$ cat src/design/focl_pkg.sv
package focl_pkg;

  // Request and result payloads
  typedef struct packed {
    logic [15:0] rotor_angle_raw;
    logic [11:0] adc_phase_u;
    logic [11:0] adc_phase_v;
    logic [11:0] adc_phase_w;
  } in_item_t;

  typedef struct packed {
    logic [6:0]         duty_u;
    logic [6:0]         duty_v;
    logic [6:0]         duty_w;
    logic signed [15:0] filtered_d_current;
    logic signed [15:0] filtered_q_current;
    logic [11:0]        peak_phase_current;
  } out_item_t;

  // Configuration register indexes
  localparam int CFG_IDX_W = 3;
  localparam int CFG_DATA_W = 15;
  localparam logic [CFG_IDX_W-1:0] CFG_TGT_D  = 3'd0;
  localparam logic [CFG_IDX_W-1:0] CFG_TGT_Q  = 3'd1;
  localparam logic [CFG_IDX_W-1:0] CFG_OFS_U  = 3'd2;
  localparam logic [CFG_IDX_W-1:0] CFG_OFS_V  = 3'd3;
  localparam logic [CFG_IDX_W-1:0] CFG_OFS_W  = 3'd4;
  localparam logic [CFG_IDX_W-1:0] CFG_EL_OFS = 3'd5;

  // Sequencer steps
  typedef enum logic [4:0] {
    STEP_IDLE  = 5'd0,
    STEP_ANGLE = 5'd1,
    STEP_TRIG  = 5'd2,
    STEP_S32A  = 5'd3,
    STEP_S32B  = 5'd4,
    STEP_C32   = 5'd5,
    STEP_ID0   = 5'd6,
    STEP_ID1   = 5'd7,
    STEP_ID2   = 5'd8,
    STEP_IQ0   = 5'd9,
    STEP_IQ1   = 5'd10,
    STEP_IQ2   = 5'd11,
    STEP_IDS   = 5'd12,
    STEP_IQS   = 5'd13,
    STEP_IQR   = 5'd14,
    STEP_FILT  = 5'd15,
    STEP_VD0   = 5'd16,
    STEP_VD1   = 5'd17,
    STEP_VQ0   = 5'd18,
    STEP_VQ1   = 5'd19,
    STEP_VU0   = 5'd20,
    STEP_VU1   = 5'd21,
    STEP_VV0   = 5'd22,
    STEP_VV1   = 5'd23,
    STEP_VW0   = 5'd24,
    STEP_VW1   = 5'd25,
    STEP_VWR   = 5'd26,
    STEP_MID   = 5'd27,
    STEP_FIN   = 5'd28
  } step_t;

  typedef struct packed {
    logic  load;
    step_t step;
    logic  out_load;
  } focl_cmd_t;

  // Transform constants
  localparam logic signed [21:0] K_TWO_THIRDS = 22'sd43691;
  localparam logic signed [21:0] K_SQRT3_HALF = 22'sd56756;
  localparam logic signed [21:0] K_PROP       = -22'sd1600000;
  localparam logic signed [21:0] K_INTEG      = -22'sd10000;
  localparam int FEED_SHIFT  = 24;
  localparam int INTEG_SHIFT = 10;
  localparam int DUTY_SHIFT  = 8;
  localparam logic [6:0]  DUTY_MAX = 7'd64;
  localparam logic [11:0] PEAK_MAX = 12'd2048;

  localparam logic signed [15:0] QSINE [0:64] = '{
    16'sd0, 16'sd804, 16'sd1608, 16'sd2410, 16'sd3212, 16'sd4011, 16'sd4808, 16'sd5602,
    16'sd6393, 16'sd7179, 16'sd7962, 16'sd8739, 16'sd9512, 16'sd10278, 16'sd11039,
    16'sd11793, 16'sd12539, 16'sd13279, 16'sd14010, 16'sd14732, 16'sd15446, 16'sd16151,
    16'sd16846, 16'sd17530, 16'sd18204, 16'sd18868, 16'sd19519, 16'sd20159, 16'sd20787,
    16'sd21403, 16'sd22005, 16'sd22594, 16'sd23170, 16'sd23731, 16'sd24279, 16'sd24811,
    16'sd25329, 16'sd25832, 16'sd26319, 16'sd26790, 16'sd27245, 16'sd27683, 16'sd28105,
    16'sd28510, 16'sd28898, 16'sd29268, 16'sd29621, 16'sd29956, 16'sd30273, 16'sd30571,
    16'sd30852, 16'sd31113, 16'sd31356, 16'sd31580, 16'sd31785, 16'sd31971, 16'sd32137,
    16'sd32285, 16'sd32412, 16'sd32521, 16'sd32609, 16'sd32678, 16'sd32728, 16'sd32757,
    16'sd32767
  };

  // Sine from the mirrored quarter wave
  function automatic logic signed [15:0] sine_at(input logic [7:0] idx);
    logic [6:0] pos;
    logic signed [15:0] v;
    pos = {1'b0, idx[5:0]};
    v = idx[6] ? QSINE[7'd64 - pos] : QSINE[pos];
    return idx[7] ? -v : v;
  endfunction

endpackage

$ cat src/design/focl_ctrl.sv
module focl_ctrl (
  input  logic              clk,
  input  logic              rst_n,
  input  logic              in_valid,
  output logic              in_ready,
  output logic              out_valid,
  input  logic              out_ready,
  output focl_pkg::focl_cmd_t cmd
);
  import focl_pkg::*;

  typedef enum logic [1:0] {
    ST_IDLE = 2'b01,
    ST_RUN  = 2'b10
  } state_t;

  state_t state_r, state_nxt;
  step_t  step_r, step_nxt;
  logic   out_valid_r, out_valid_nxt;
  logic   accept, finish;

  assign in_ready  = (state_r == ST_IDLE);
  assign accept    = in_valid && in_ready;
  assign finish    = (state_r == ST_RUN) && (step_r == STEP_FIN) &&
                     (!out_valid_r || out_ready);
  assign out_valid = out_valid_r;

  assign cmd.load     = accept;
  assign cmd.step     = step_r;
  assign cmd.out_load = finish;

  // Sequencer: step through the schedule, hold at the end while the result slot is full
  always_comb begin
    state_nxt = state_r;
    step_nxt  = step_r;
    unique case (state_r)
      ST_IDLE: begin
        if (accept) begin
          state_nxt = ST_RUN;
          step_nxt  = STEP_ANGLE;
        end
      end
      ST_RUN: begin
        if (step_r == STEP_FIN) begin
          if (finish) begin
            state_nxt = ST_IDLE;
            step_nxt  = STEP_IDLE;
          end
        end else begin
          step_nxt = step_t'(step_r + 5'd1);
        end
      end
      default: begin
        state_nxt = ST_IDLE;
        step_nxt  = STEP_IDLE;
      end
    endcase
  end

  // Result valid flag
  always_comb begin
    out_valid_nxt = out_valid_r;
    if (out_ready) out_valid_nxt = 1'b0;
    if (finish) out_valid_nxt = 1'b1;
  end

  always_ff @(posedge clk) begin
    if (!rst_n) begin
      state_r     <= ST_IDLE;
      step_r      <= STEP_IDLE;
      out_valid_r <= 1'b0;
    end else begin
      state_r     <= state_nxt;
      step_r      <= step_nxt;
      out_valid_r <= out_valid_nxt;
    end
  end

endmodule

$ cat src/design/focl_datapath.sv
module focl_datapath #(
  parameter int POLE_PAIRS         = 7,
  parameter int PHASE_FILTER_SHIFT = 4,
  parameter int DQ_FILTER_SHIFT    = 8
) (
  input  logic                              clk,
  input  logic                              rst_n,
  input  focl_pkg::focl_cmd_t               cmd,
  input  focl_pkg::in_item_t                in_data,
  input  logic                              cfg_we,
  input  logic [focl_pkg::CFG_IDX_W-1:0]    cfg_addr,
  input  logic [focl_pkg::CFG_DATA_W-1:0]   cfg_wdata,
  output focl_pkg::out_item_t               out_data
);
  import focl_pkg::*;

  localparam int PP_W = $clog2(POLE_PAIRS + 1);
  localparam int PS_W = PHASE_FILTER_SHIFT + 13;
  localparam int DQ_W = DQ_FILTER_SHIFT + 16;
  localparam int ACC_W = 48;

  typedef enum logic [1:0] {
    MAC_HOLD = 2'b00,
    MAC_LOAD = 2'b01,
    MAC_ADD  = 2'b10
  } mac_op_t;

  // Configuration registers
  logic signed [11:0] tgt_d_r, tgt_q_r;
  logic [11:0]        ofs_r [3];
  logic [14:0]        el_ofs_r;

  always_ff @(posedge clk) begin
    if (!rst_n) begin
      tgt_d_r  <= '0;
      tgt_q_r  <= '0;
      ofs_r[0] <= 12'd2051;
      ofs_r[1] <= 12'd2038;
      ofs_r[2] <= 12'd2044;
      el_ofs_r <= '0;
    end else if (cfg_we) begin
      unique case (cfg_addr)
        CFG_TGT_D:  tgt_d_r  <= cfg_wdata[11:0];
        CFG_TGT_Q:  tgt_q_r  <= cfg_wdata[11:0];
        CFG_OFS_U:  ofs_r[0] <= cfg_wdata[11:0];
        CFG_OFS_V:  ofs_r[1] <= cfg_wdata[11:0];
        CFG_OFS_W:  ofs_r[2] <= cfg_wdata[11:0];
        CFG_EL_OFS: el_ofs_r <= cfg_wdata;
        default: ;
      endcase
    end
  end

  // Working registers
  in_item_t           item_r;
  logic [14:0]        elec_r;
  logic signed [12:0] cur_r [3];
  logic signed [PS_W-1:0] psum_r [3];
  logic [11:0]        peak_r;
  logic signed [15:0] s_r, c_r, s32_r, c32_r;
  logic signed [18:0] idp_r, iqp_r;
  logic signed [17:0] id_r, iq_r, ed_r, eq_r;
  logic signed [DQ_W-1:0] dsum_r, qsum_r;
  logic signed [15:0] fd_r, fq_r;
  logic signed [15:0] int_d_r, int_q_r;
  logic signed [15:0] vd_r, vq_r;
  logic signed [19:0] vu_r, vv_r, vw_r, mid_r;
  logic signed [ACC_W-1:0] acc_r;
  out_item_t          out_r;

  // Electrical angle
  logic [15:0]        mech;
  logic [PP_W+14:0]   mprod;
  logic [14:0]        elec;
  assign mech  = item_r.rotor_angle_raw + 16'd16384;
  assign mprod = mech[14:0] * PP_W'(POLE_PAIRS);
  assign elec  = mprod[14:0] - el_ofs_r;

  // Phase filter outputs, new sums and peak
  logic signed [12:0] cur   [3];
  logic signed [PS_W-1:0] psum_nxt [3];
  logic [11:0]        adc [3];
  logic [12:0]        cabs [3];
  logic [12:0]        pk;
  assign adc[0] = item_r.adc_phase_u;
  assign adc[1] = item_r.adc_phase_v;
  assign adc[2] = item_r.adc_phase_w;

  always_comb begin
    pk = '0;
    for (int i = 0; i < 3; i++) begin
      cur[i] = 13'(psum_r[i] >>> PHASE_FILTER_SHIFT);
      psum_nxt[i] = psum_r[i] - PS_W'(cur[i]) +
                    PS_W'($signed({1'b0, adc[i]} - {1'b0, ofs_r[i]}));
      cabs[i] = cur[i][12] ? 13'(-cur[i]) : 13'(cur[i]);
      if (cabs[i] > pk) pk = cabs[i];
    end
  end

  // Transform coefficients
  logic signed [21:0] k_s, k_c, k_s32, k_c32, k_s12, k_c12;
  assign k_s   = 22'(s_r);
  assign k_c   = 22'(c_r);
  assign k_s32 = 22'(s32_r);
  assign k_c32 = 22'(c32_r);
  assign k_s12 = 22'(s_r >>> 1);
  assign k_c12 = 22'(c_r >>> 1);

  // Shared multiplier schedule
  mac_op_t            mac_op;
  logic signed [21:0] mac_a;
  logic signed [18:0] mac_b;
  logic signed [ACC_W-1:0] mac_init;
  logic signed [40:0] prod;
  logic signed [ACC_W-1:0] acc_nxt;

  always_comb begin
    mac_op   = MAC_HOLD;
    mac_a    = '0;
    mac_b    = '0;
    mac_init = '0;
    unique case (cmd.step)
      STEP_S32A: begin mac_op = MAC_LOAD; mac_a = K_SQRT3_HALF; mac_b = 19'(s_r); end
      STEP_S32B: begin mac_op = MAC_LOAD; mac_a = K_SQRT3_HALF; mac_b = 19'(c_r); end
      STEP_ID0:  begin mac_op = MAC_LOAD; mac_a = k_c; mac_b = 19'(cur_r[0]); end
      STEP_ID1:  begin mac_op = MAC_ADD; mac_a = k_s32 - k_c12; mac_b = 19'(cur_r[1]); end
      STEP_ID2:  begin mac_op = MAC_ADD; mac_a = -k_s32 - k_c12; mac_b = 19'(cur_r[2]); end
      STEP_IQ0:  begin mac_op = MAC_LOAD; mac_a = k_s; mac_b = 19'(cur_r[0]); end
      STEP_IQ1:  begin mac_op = MAC_ADD; mac_a = -k_c32 - k_s12; mac_b = 19'(cur_r[1]); end
      STEP_IQ2:  begin mac_op = MAC_ADD; mac_a = k_c32 - k_s12; mac_b = 19'(cur_r[2]); end
      STEP_IDS:  begin mac_op = MAC_LOAD; mac_a = K_TWO_THIRDS; mac_b = idp_r; end
      STEP_IQS:  begin mac_op = MAC_LOAD; mac_a = -K_TWO_THIRDS; mac_b = iqp_r; end
      STEP_VD0: begin
        mac_op = MAC_LOAD; mac_a = K_PROP; mac_b = 19'(ed_r);
        mac_init = ACC_W'(tgt_d_r) <<< FEED_SHIFT;
      end
      STEP_VD1:  begin mac_op = MAC_ADD; mac_a = K_INTEG; mac_b = 19'(int_d_r); end
      STEP_VQ0: begin
        mac_op = MAC_LOAD; mac_a = K_PROP; mac_b = 19'(eq_r);
        mac_init = ACC_W'(tgt_q_r) <<< FEED_SHIFT;
      end
      STEP_VQ1:  begin mac_op = MAC_ADD; mac_a = K_INTEG; mac_b = 19'(int_q_r); end
      STEP_VU0:  begin mac_op = MAC_LOAD; mac_a = k_c; mac_b = 19'(vd_r); end
      STEP_VU1:  begin mac_op = MAC_ADD; mac_a = -k_s; mac_b = 19'(vq_r); end
      STEP_VV0:  begin mac_op = MAC_LOAD; mac_a = k_s32 - k_c12; mac_b = 19'(vd_r); end
      STEP_VV1:  begin mac_op = MAC_ADD; mac_a = k_c32 + k_s12; mac_b = 19'(vq_r); end
      STEP_VW0:  begin mac_op = MAC_LOAD; mac_a = -(k_s32 + k_c12); mac_b = 19'(vd_r); end
      STEP_VW1:  begin mac_op = MAC_ADD; mac_a = -(k_c32 - k_s12); mac_b = 19'(vq_r); end
      default: ;
    endcase
  end

  assign prod = mac_a * mac_b;

  always_comb begin
    unique case (mac_op)
      MAC_LOAD: acc_nxt = mac_init + ACC_W'(prod);
      MAC_ADD:  acc_nxt = acc_r + ACC_W'(prod);
      default:  acc_nxt = acc_r;
    endcase
  end

  // Accumulator views
  logic signed [ACC_W-1:0] acc_sh16, acc_sh15;
  logic signed [15:0]      v_sat;
  assign acc_sh16 = acc_r >>> 16;
  assign acc_sh15 = acc_r >>> 15;
  always_comb begin
    if (acc_sh16 > ACC_W'(32767)) v_sat = 16'sd32767;
    else if (acc_sh16 < -ACC_W'(32768)) v_sat = -16'sd32768;
    else v_sat = acc_sh16[15:0];
  end

  // d/q filters, errors and saturated integrators
  logic signed [15:0] fd, fq;
  logic signed [17:0] ed, eq;
  logic signed [17:0] int_d_sum, int_q_sum;
  logic signed [15:0] int_d_nxt, int_q_nxt;
  assign fd = 16'(dsum_r >>> DQ_FILTER_SHIFT);
  assign fq = 16'(qsum_r >>> DQ_FILTER_SHIFT);
  assign ed = 18'(tgt_d_r) - id_r;
  assign eq = 18'(tgt_q_r) - iq_r;
  assign int_d_sum = 18'(int_d_r) + (ed >>> INTEG_SHIFT);
  assign int_q_sum = 18'(int_q_r) + (eq >>> INTEG_SHIFT);

  function automatic logic signed [15:0] sat16(input logic signed [17:0] v);
    if (v > 18'sd32767) return 16'sd32767;
    if (v < -18'sd32768) return -16'sd32768;
    return v[15:0];
  endfunction

  assign int_d_nxt = sat16(int_d_sum);
  assign int_q_nxt = sat16(int_q_sum);

  // Centring and duties
  logic signed [19:0] lo, hi;
  logic signed [20:0] mid_sum;
  always_comb begin
    lo = (vu_r < vv_r) ? vu_r : vv_r;
    lo = (vw_r < lo) ? vw_r : lo;
    hi = (vu_r > vv_r) ? vu_r : vv_r;
    hi = (vw_r > hi) ? vw_r : hi;
    mid_sum = 21'(lo) + 21'(hi);
  end

  function automatic logic [6:0] duty_of(input logic signed [19:0] v,
                                         input logic signed [19:0] m);
    logic signed [20:0] d;
    d = ((21'(v) - 21'(m)) >>> DUTY_SHIFT) + 21'sd32;
    if (d < 21'sd0) return 7'd0;
    if (d > 21'(DUTY_MAX)) return DUTY_MAX;
    return d[6:0];
  endfunction

  // Register writes per step
  always_ff @(posedge clk) begin
    if (!rst_n) begin
      for (int i = 0; i < 3; i++) psum_r[i] <= '0;
      dsum_r  <= '0;
      qsum_r  <= '0;
      int_d_r <= '0;
      int_q_r <= '0;
    end else begin
      unique case (cmd.step)
        STEP_ANGLE: for (int i = 0; i < 3; i++) psum_r[i] <= psum_nxt[i];
        STEP_FILT: begin
          dsum_r  <= dsum_r - DQ_W'(fd) + DQ_W'(id_r);
          qsum_r  <= qsum_r - DQ_W'(fq) + DQ_W'(iq_r);
          int_d_r <= int_d_nxt;
          int_q_r <= int_q_nxt;
        end
        default: ;
      endcase
    end
  end

  always_ff @(posedge clk) begin
    if (cmd.load) item_r <= in_data;
    acc_r <= acc_nxt;
    unique case (cmd.step)
      STEP_ANGLE: begin
        elec_r <= elec;
        for (int i = 0; i < 3; i++) cur_r[i] <= cur[i];
        peak_r <= (pk > 13'(PEAK_MAX)) ? PEAK_MAX : pk[11:0];
      end
      STEP_TRIG: begin
        s_r <= sine_at(elec_r[14:7]);
        c_r <= sine_at(8'd64 - elec_r[14:7]);
      end
      STEP_S32B: s32_r <= acc_sh16[15:0];
      STEP_C32:  c32_r <= acc_sh16[15:0];
      STEP_IQ0:  idp_r <= acc_sh16[18:0];
      STEP_IDS:  iqp_r <= acc_sh16[18:0];
      STEP_IQS:  id_r  <= acc_sh15[17:0];
      STEP_IQR:  iq_r  <= acc_sh15[17:0];
      STEP_FILT: begin
        fd_r <= fd;
        fq_r <= fq;
        ed_r <= ed;
        eq_r <= eq;
      end
      STEP_VQ0: vd_r <= v_sat;
      STEP_VU0: vq_r <= v_sat;
      STEP_VV0: vu_r <= acc_sh15[19:0];
      STEP_VW0: vv_r <= acc_sh15[19:0];
      STEP_VWR: vw_r <= acc_sh15[19:0];
      STEP_MID: mid_r <= 20'(mid_sum >>> 1);
      STEP_FIN: begin
        if (cmd.out_load) begin
          out_r.duty_u             <= duty_of(vu_r, mid_r);
          out_r.duty_v             <= duty_of(vv_r, mid_r);
          out_r.duty_w             <= duty_of(vw_r, mid_r);
          out_r.filtered_d_current <= fd_r;
          out_r.filtered_q_current <= fq_r;
          out_r.peak_phase_current <= peak_r;
        end
      end
      default: ;
    endcase
  end

  assign out_data = out_r;

endmodule

$ cat src/design/foc_current_loop_core.sv
// Field-oriented current loop, one request per control period.
// Input channel (in_valid/in_ready/in_data): rotor angle word and three
// phase ADC samples. Result channel (out_valid/out_ready/out_data): three
// PWM duties 0..64, filtered d/q currents and peak phase current.
// Configuration: cfg_we/cfg_addr/cfg_wdata write targets, phase offsets and
// the electrical offset; write only while no request is in flight.
// The sequencer steps the single shared 22x19 multiplier through 20 products,
// plus angle, table, filter and centring steps; a new request is accepted
// only after the previous one has finished all of its steps.
// in_ready is high whenever the sequencer is idle, even while a result
// waits; if the previous result is still untaken when the next one is done,
// the sequencer holds on its last step until out_ready frees the slot.
// Reset (rst_n low, synchronous) clears the filter sums and integrators,
// restores the default offsets and drops out_valid.
module foc_current_loop_core #(
  parameter int POLE_PAIRS         = 7,
  parameter int PHASE_FILTER_SHIFT = 4,
  parameter int DQ_FILTER_SHIFT    = 8
) (
  input  logic                             clk,
  input  logic                             rst_n,
  input  logic                             in_valid,
  output logic                             in_ready,
  input  focl_pkg::in_item_t               in_data,
  output logic                             out_valid,
  input  logic                             out_ready,
  output focl_pkg::out_item_t              out_data,
  input  logic                             cfg_we,
  input  logic [focl_pkg::CFG_IDX_W-1:0]   cfg_addr,
  input  logic [focl_pkg::CFG_DATA_W-1:0]  cfg_wdata
);
  import focl_pkg::*;

  focl_cmd_t cmd;

  focl_ctrl u_ctrl (
    .clk       (clk),
    .rst_n     (rst_n),
    .in_valid  (in_valid),
    .in_ready  (in_ready),
    .out_valid (out_valid),
    .out_ready (out_ready),
    .cmd       (cmd)
  );

  focl_datapath #(
    .POLE_PAIRS         (POLE_PAIRS),
    .PHASE_FILTER_SHIFT (PHASE_FILTER_SHIFT),
    .DQ_FILTER_SHIFT    (DQ_FILTER_SHIFT)
  ) u_datapath (
    .clk       (clk),
    .rst_n     (rst_n),
    .cmd       (cmd),
    .in_data   (in_data),
    .cfg_we    (cfg_we),
    .cfg_addr  (cfg_addr),
    .cfg_wdata (cfg_wdata),
    .out_data  (out_data)
  );

endmodule

$ cat config.mk
export PLATFORM = sky130hd
export DESIGN_NAME = foc_current_loop_core
export DESIGN_NICKNAME = d
export VERILOG_FILES = /design/src/design/focl_pkg.sv /design/src/design/focl_ctrl.sv /design/src/design/focl_datapath.sv /design/src/design/foc_current_loop_core.sv
export SDC_FILE = /design/constraint.sdc
export NUM_CORES = 2
export LEC_CHECK = 0
export BUFFER_PORTS_ARGS = -buffer_cell sky130_fd_sc_hd__buf_2
export CORE_MARGIN = 4
export CORE_UTILIZATION = 50
export CTS_CLUSTER_SIZE = 20
export DETAILED_ROUTE_END_ITERATION = 12
export HOLD_SLACK_MARGIN = 0.08
export PLACE_DENSITY = 0.66
export SLEW_MARGIN = 40
export SYNTH_ARGS = -nofsm -noshare
export SYNTH_HDL_FRONTEND = slang
export SYNTH_HIERARCHICAL = 1
export SYNTH_SLANG_ARGS = --single-unit
export TNS_END_PERCENT = 5
$ cat constraint.sdc
create_clock -name clk -period 14.7 [get_ports clk]
set_input_delay 0.735 -clock clk [delete_from_list [all_inputs] [get_ports clk]]
set_output_delay 0.735 -clock clk [all_outputs]
set_load 0.05 [all_outputs]
==> qor.yml <==
global_route:
  track_usage: 0.287
  grt_pass1_vias: 58200
  overflow: 0
  antenna_found_initial: 8
  grt_pass1_wl_mm: 339
  grt_max_degree: 84
clock_tree:
  cts_sinks: 755
  post_cts_buffers: 0
  path_clk_slew_ns: 0.06
  cts_resized: 0
  cts_made_buffers: 86
  cts_buffer_depth: 3
  holdBufCountCts: 0
  clock_latency_ns: 0.70
  cts_tree: "done"
  cts-root-buf: "clkbuf_16"
  htree_levels: 3
timing:
  period_share: 0.948
  fmax_mhz: 71.8
  rsz0062_at_grt: "false"
  worst_pin_slew_ns: 0.900
  final.setup.tns_ns: 0
  fin_skew_ns: 0.0330
  hold_viol: 0
  setup_violations: 0
  maxSlewHeadroom: 0.394
  fin_crit_ns: 13.93
  slew_violations: 0
routing:
  routed_via_density: 5.90
  vias: 59000
  wl_met2_mm: 103
  wl_mm: 221
  first_iter_violations: 5095
  drt-pass1-iter-count: 6
  drc_errors: 0
  postRouteAntennaNets: 0
  avgRoutedWirePerCell_um: 22.1
  wl_met3_mm: 17.6
  wirelength_met1_mm: 88.8
  dr.max_layer_used: "met5"
pwr:
  max-vdd-ir-drop_mv: 0.257
  power_density_nw_per_um2: 112
  p_leak_nw: 35.2
run_status:
  status: "complete, no violations"
setup_path:
  cpLargestDelayFamily: "compound AO/OA/AOI/OAI gates"
  reg2reg_from: "u_datapath/s_r[2]"
  worstReg2RegEnd: "u_datapath/acc_r[47]"
  critPathArrivalTime_ns: 14.36
  cp_max_fo: 14
  r2r_slack_ns: 0.77
  critPathKind: "flip-flop to flip-flop"
  critPathMaxStageDelay_ns: 0.65
  worstPathRequired_ns: 15.14
  end_kind: "flip-flop"
  path_buf_inv: 9
  ff2ff_path_depth: 52
  crit_path_start_kind: "flip-flop"
  cpMaxStageDelayCell: "nand3_1"
  cp.depth: 52
  crit_end: "u_datapath/acc_r[47]"
  crit_top_cell: "inv_1"
  setup.worst_path.start: "u_datapath/s_r[2]"
die:
  die_w_um: 391
  std_cell_rows: 140
  die_area_um2: 153000
  design.portCount: 142
  fp.coreArea_um2: 146000
  die_h_um: 391
  start_util: 0.503
placement:
  gp_congestion: 0.970
  dpl.hpwl_mm: 169
  dpl.cell_count: 9845
  portBuffers: 140
finish:
  stdcell_count: 10000
  final_layout_size_suffix_gt1_frac: 0.0723
  nets: 9342
  areaGrowthSynthToFinish_pct: 8.55
  fillers: 13100
synth:
  synth_top_area_frac: 0.257
  async_flop_share: 0
  yosys_warnings: 6
  yosys-top-cells-area: "edfxtp_1 (26%), fa_1 (15%), ha_1 (12%)"
  synth_cell_types: 116
  ys.flop_type: "edfxtp_1"
  ys_seq_area_frac: 0.292
  synth_area_per_cell_um2: 9.23
  syn_nets: 9264
  synth_edf_count: 628
  synth_commonest_cells: "inv_1 (1143), nand2_1 (734), ha_1 (695)"
  synth_area_um2: 73300
  synth_cells: 7939
  ys_ff_latch: 755
  yosys.area.top_type: "edfxtp_1"
  synth.most_common_cell: "inv_1"
hold_path:
  min_path_type: "input port to flip-flop"
flow_run:
  maxCapViolations: 0
[worst min path at each step]
stage / end / depth (start not counted) / from / slack (ns)
floorplan: u_datapath/out_data[0] / 0 / u_datapath/peak_r[0] / 0.40
global placement: u_datapath/out_data[17] / 0 / u_datapath/fq_r[5] / 0.40
detailed placement: u_datapath/out_data[29] / 0 / u_datapath/fd_r[1] / 0.40
CTS: u_datapath/adc[19] / 1 / in_data[19] / 0.15
global route: u_datapath/adc[10] / 1 / in_data[10] / 0.18
finish: u_datapath/item_r[45] / 1 / in_data[45] / 0.21
[layout by cell type, fill, tap and decap left out, types with 91 or more instances in the layout]
cell type,count
and2_1,131
ha_1,694
fa_1,555
dfxtp_1,127
buf_2,139
a21oi_1,535
xnor2_1,317
nand2_1,733
nor3_1,135
a21o_1,130
xor2_1,120
o21ai_0,345
inv_1,1140
nand3_1,138
nor2_1,546
edfxtp_1,628
nor2b_1,91
buf_4,143
[area by class of cell]
cell class	instances	area, um^2	area share
clock buffer	111	2340	0.0294
inverter	1153	4330	0.0544
multi-input combinational	5727	46600	0.586
clock inverter	47	543	0.00682
tap	1917	2400	0.0301
antenna	6	15.0	0.000189
timing repair buffer	294	1920	0.0241
sequential	755	21400	0.269
[logic make-up (layout without fill, tap and decap cells)]
kind of cell	count (synthesis)	count (layout)	share of synthesized area
other	0	6	0
muxes	74	74	0.0107
buffers and inverters	1457	1605	0.0755
and+or+nand+nor	2151	2151	0.137
xor gates and xnor gates	447	447	0.0538
DFF	755	755	0.292
AOI/OAI and AO/OA	1802	1802	0.161
adders and majority gates	1253	1253	0.271
[flip-flops by register name (all words and copies together), names as in the netlist, 20 cells and up]
signal,cells
u_datapath/adc,36
u_datapath/cur_r,39
u_datapath/ofs_r,36
u_datapath/vv_r,20
u_datapath/qsum_r,24
u_datapath/vw_r,20
u_datapath/dsum_r,24
u_datapath/vu_r,20
u_datapath/mid_r,20
u_datapath/out_data,65
u_datapath/psum_r,51
u_datapath/acc_r,48
[worst reg2reg max path: cells and delay by family (launching register included)]
family | cells | cell delay, ns
AOI/OAI and AO/OA | 23 | 5.74
adders and majority gates | 12 | 5.02
and+or+nand+nor | 6 | 1.40
buffers and inverters | 9 | 0.63
DFF | 1 | 0.60
xor gates and xnor gates | 2 | 0.28
[metrics by stage]
stage	power (mW)	area (um^2)	hold slack (ns)	setup WS, ns	util
floorplan	5.62	73300	0.400	2.63	-
global placement	6.56	76400	0.404	1.10	0.524
detailed placement	6.65	76600	0.405	1.01	0.526
CTS	8.91	79500	0.155	0.934	0.546
global route	9.50	79600	0.177	0.00216	0.546
finish	8.92	79600	0.214	0.771	0.546
[metal layers]
metal	up-vias	GRT usage
met5	-	0
met4	6	0.131
met3	520	0.0487
met2	2372	0.472
met1	28800	0.371
li1	27400	-
[power by group]
group	switching (mW)	internal [mW]	leakage (nW)
Sequential	0.137	2.57	6.89
Clock	0.927	1.29	1.38
Combinational	2.48	1.52	26.9
Total	3.54	5.38	35.2
No activity file was read; power rests on OpenSTA's default activity.
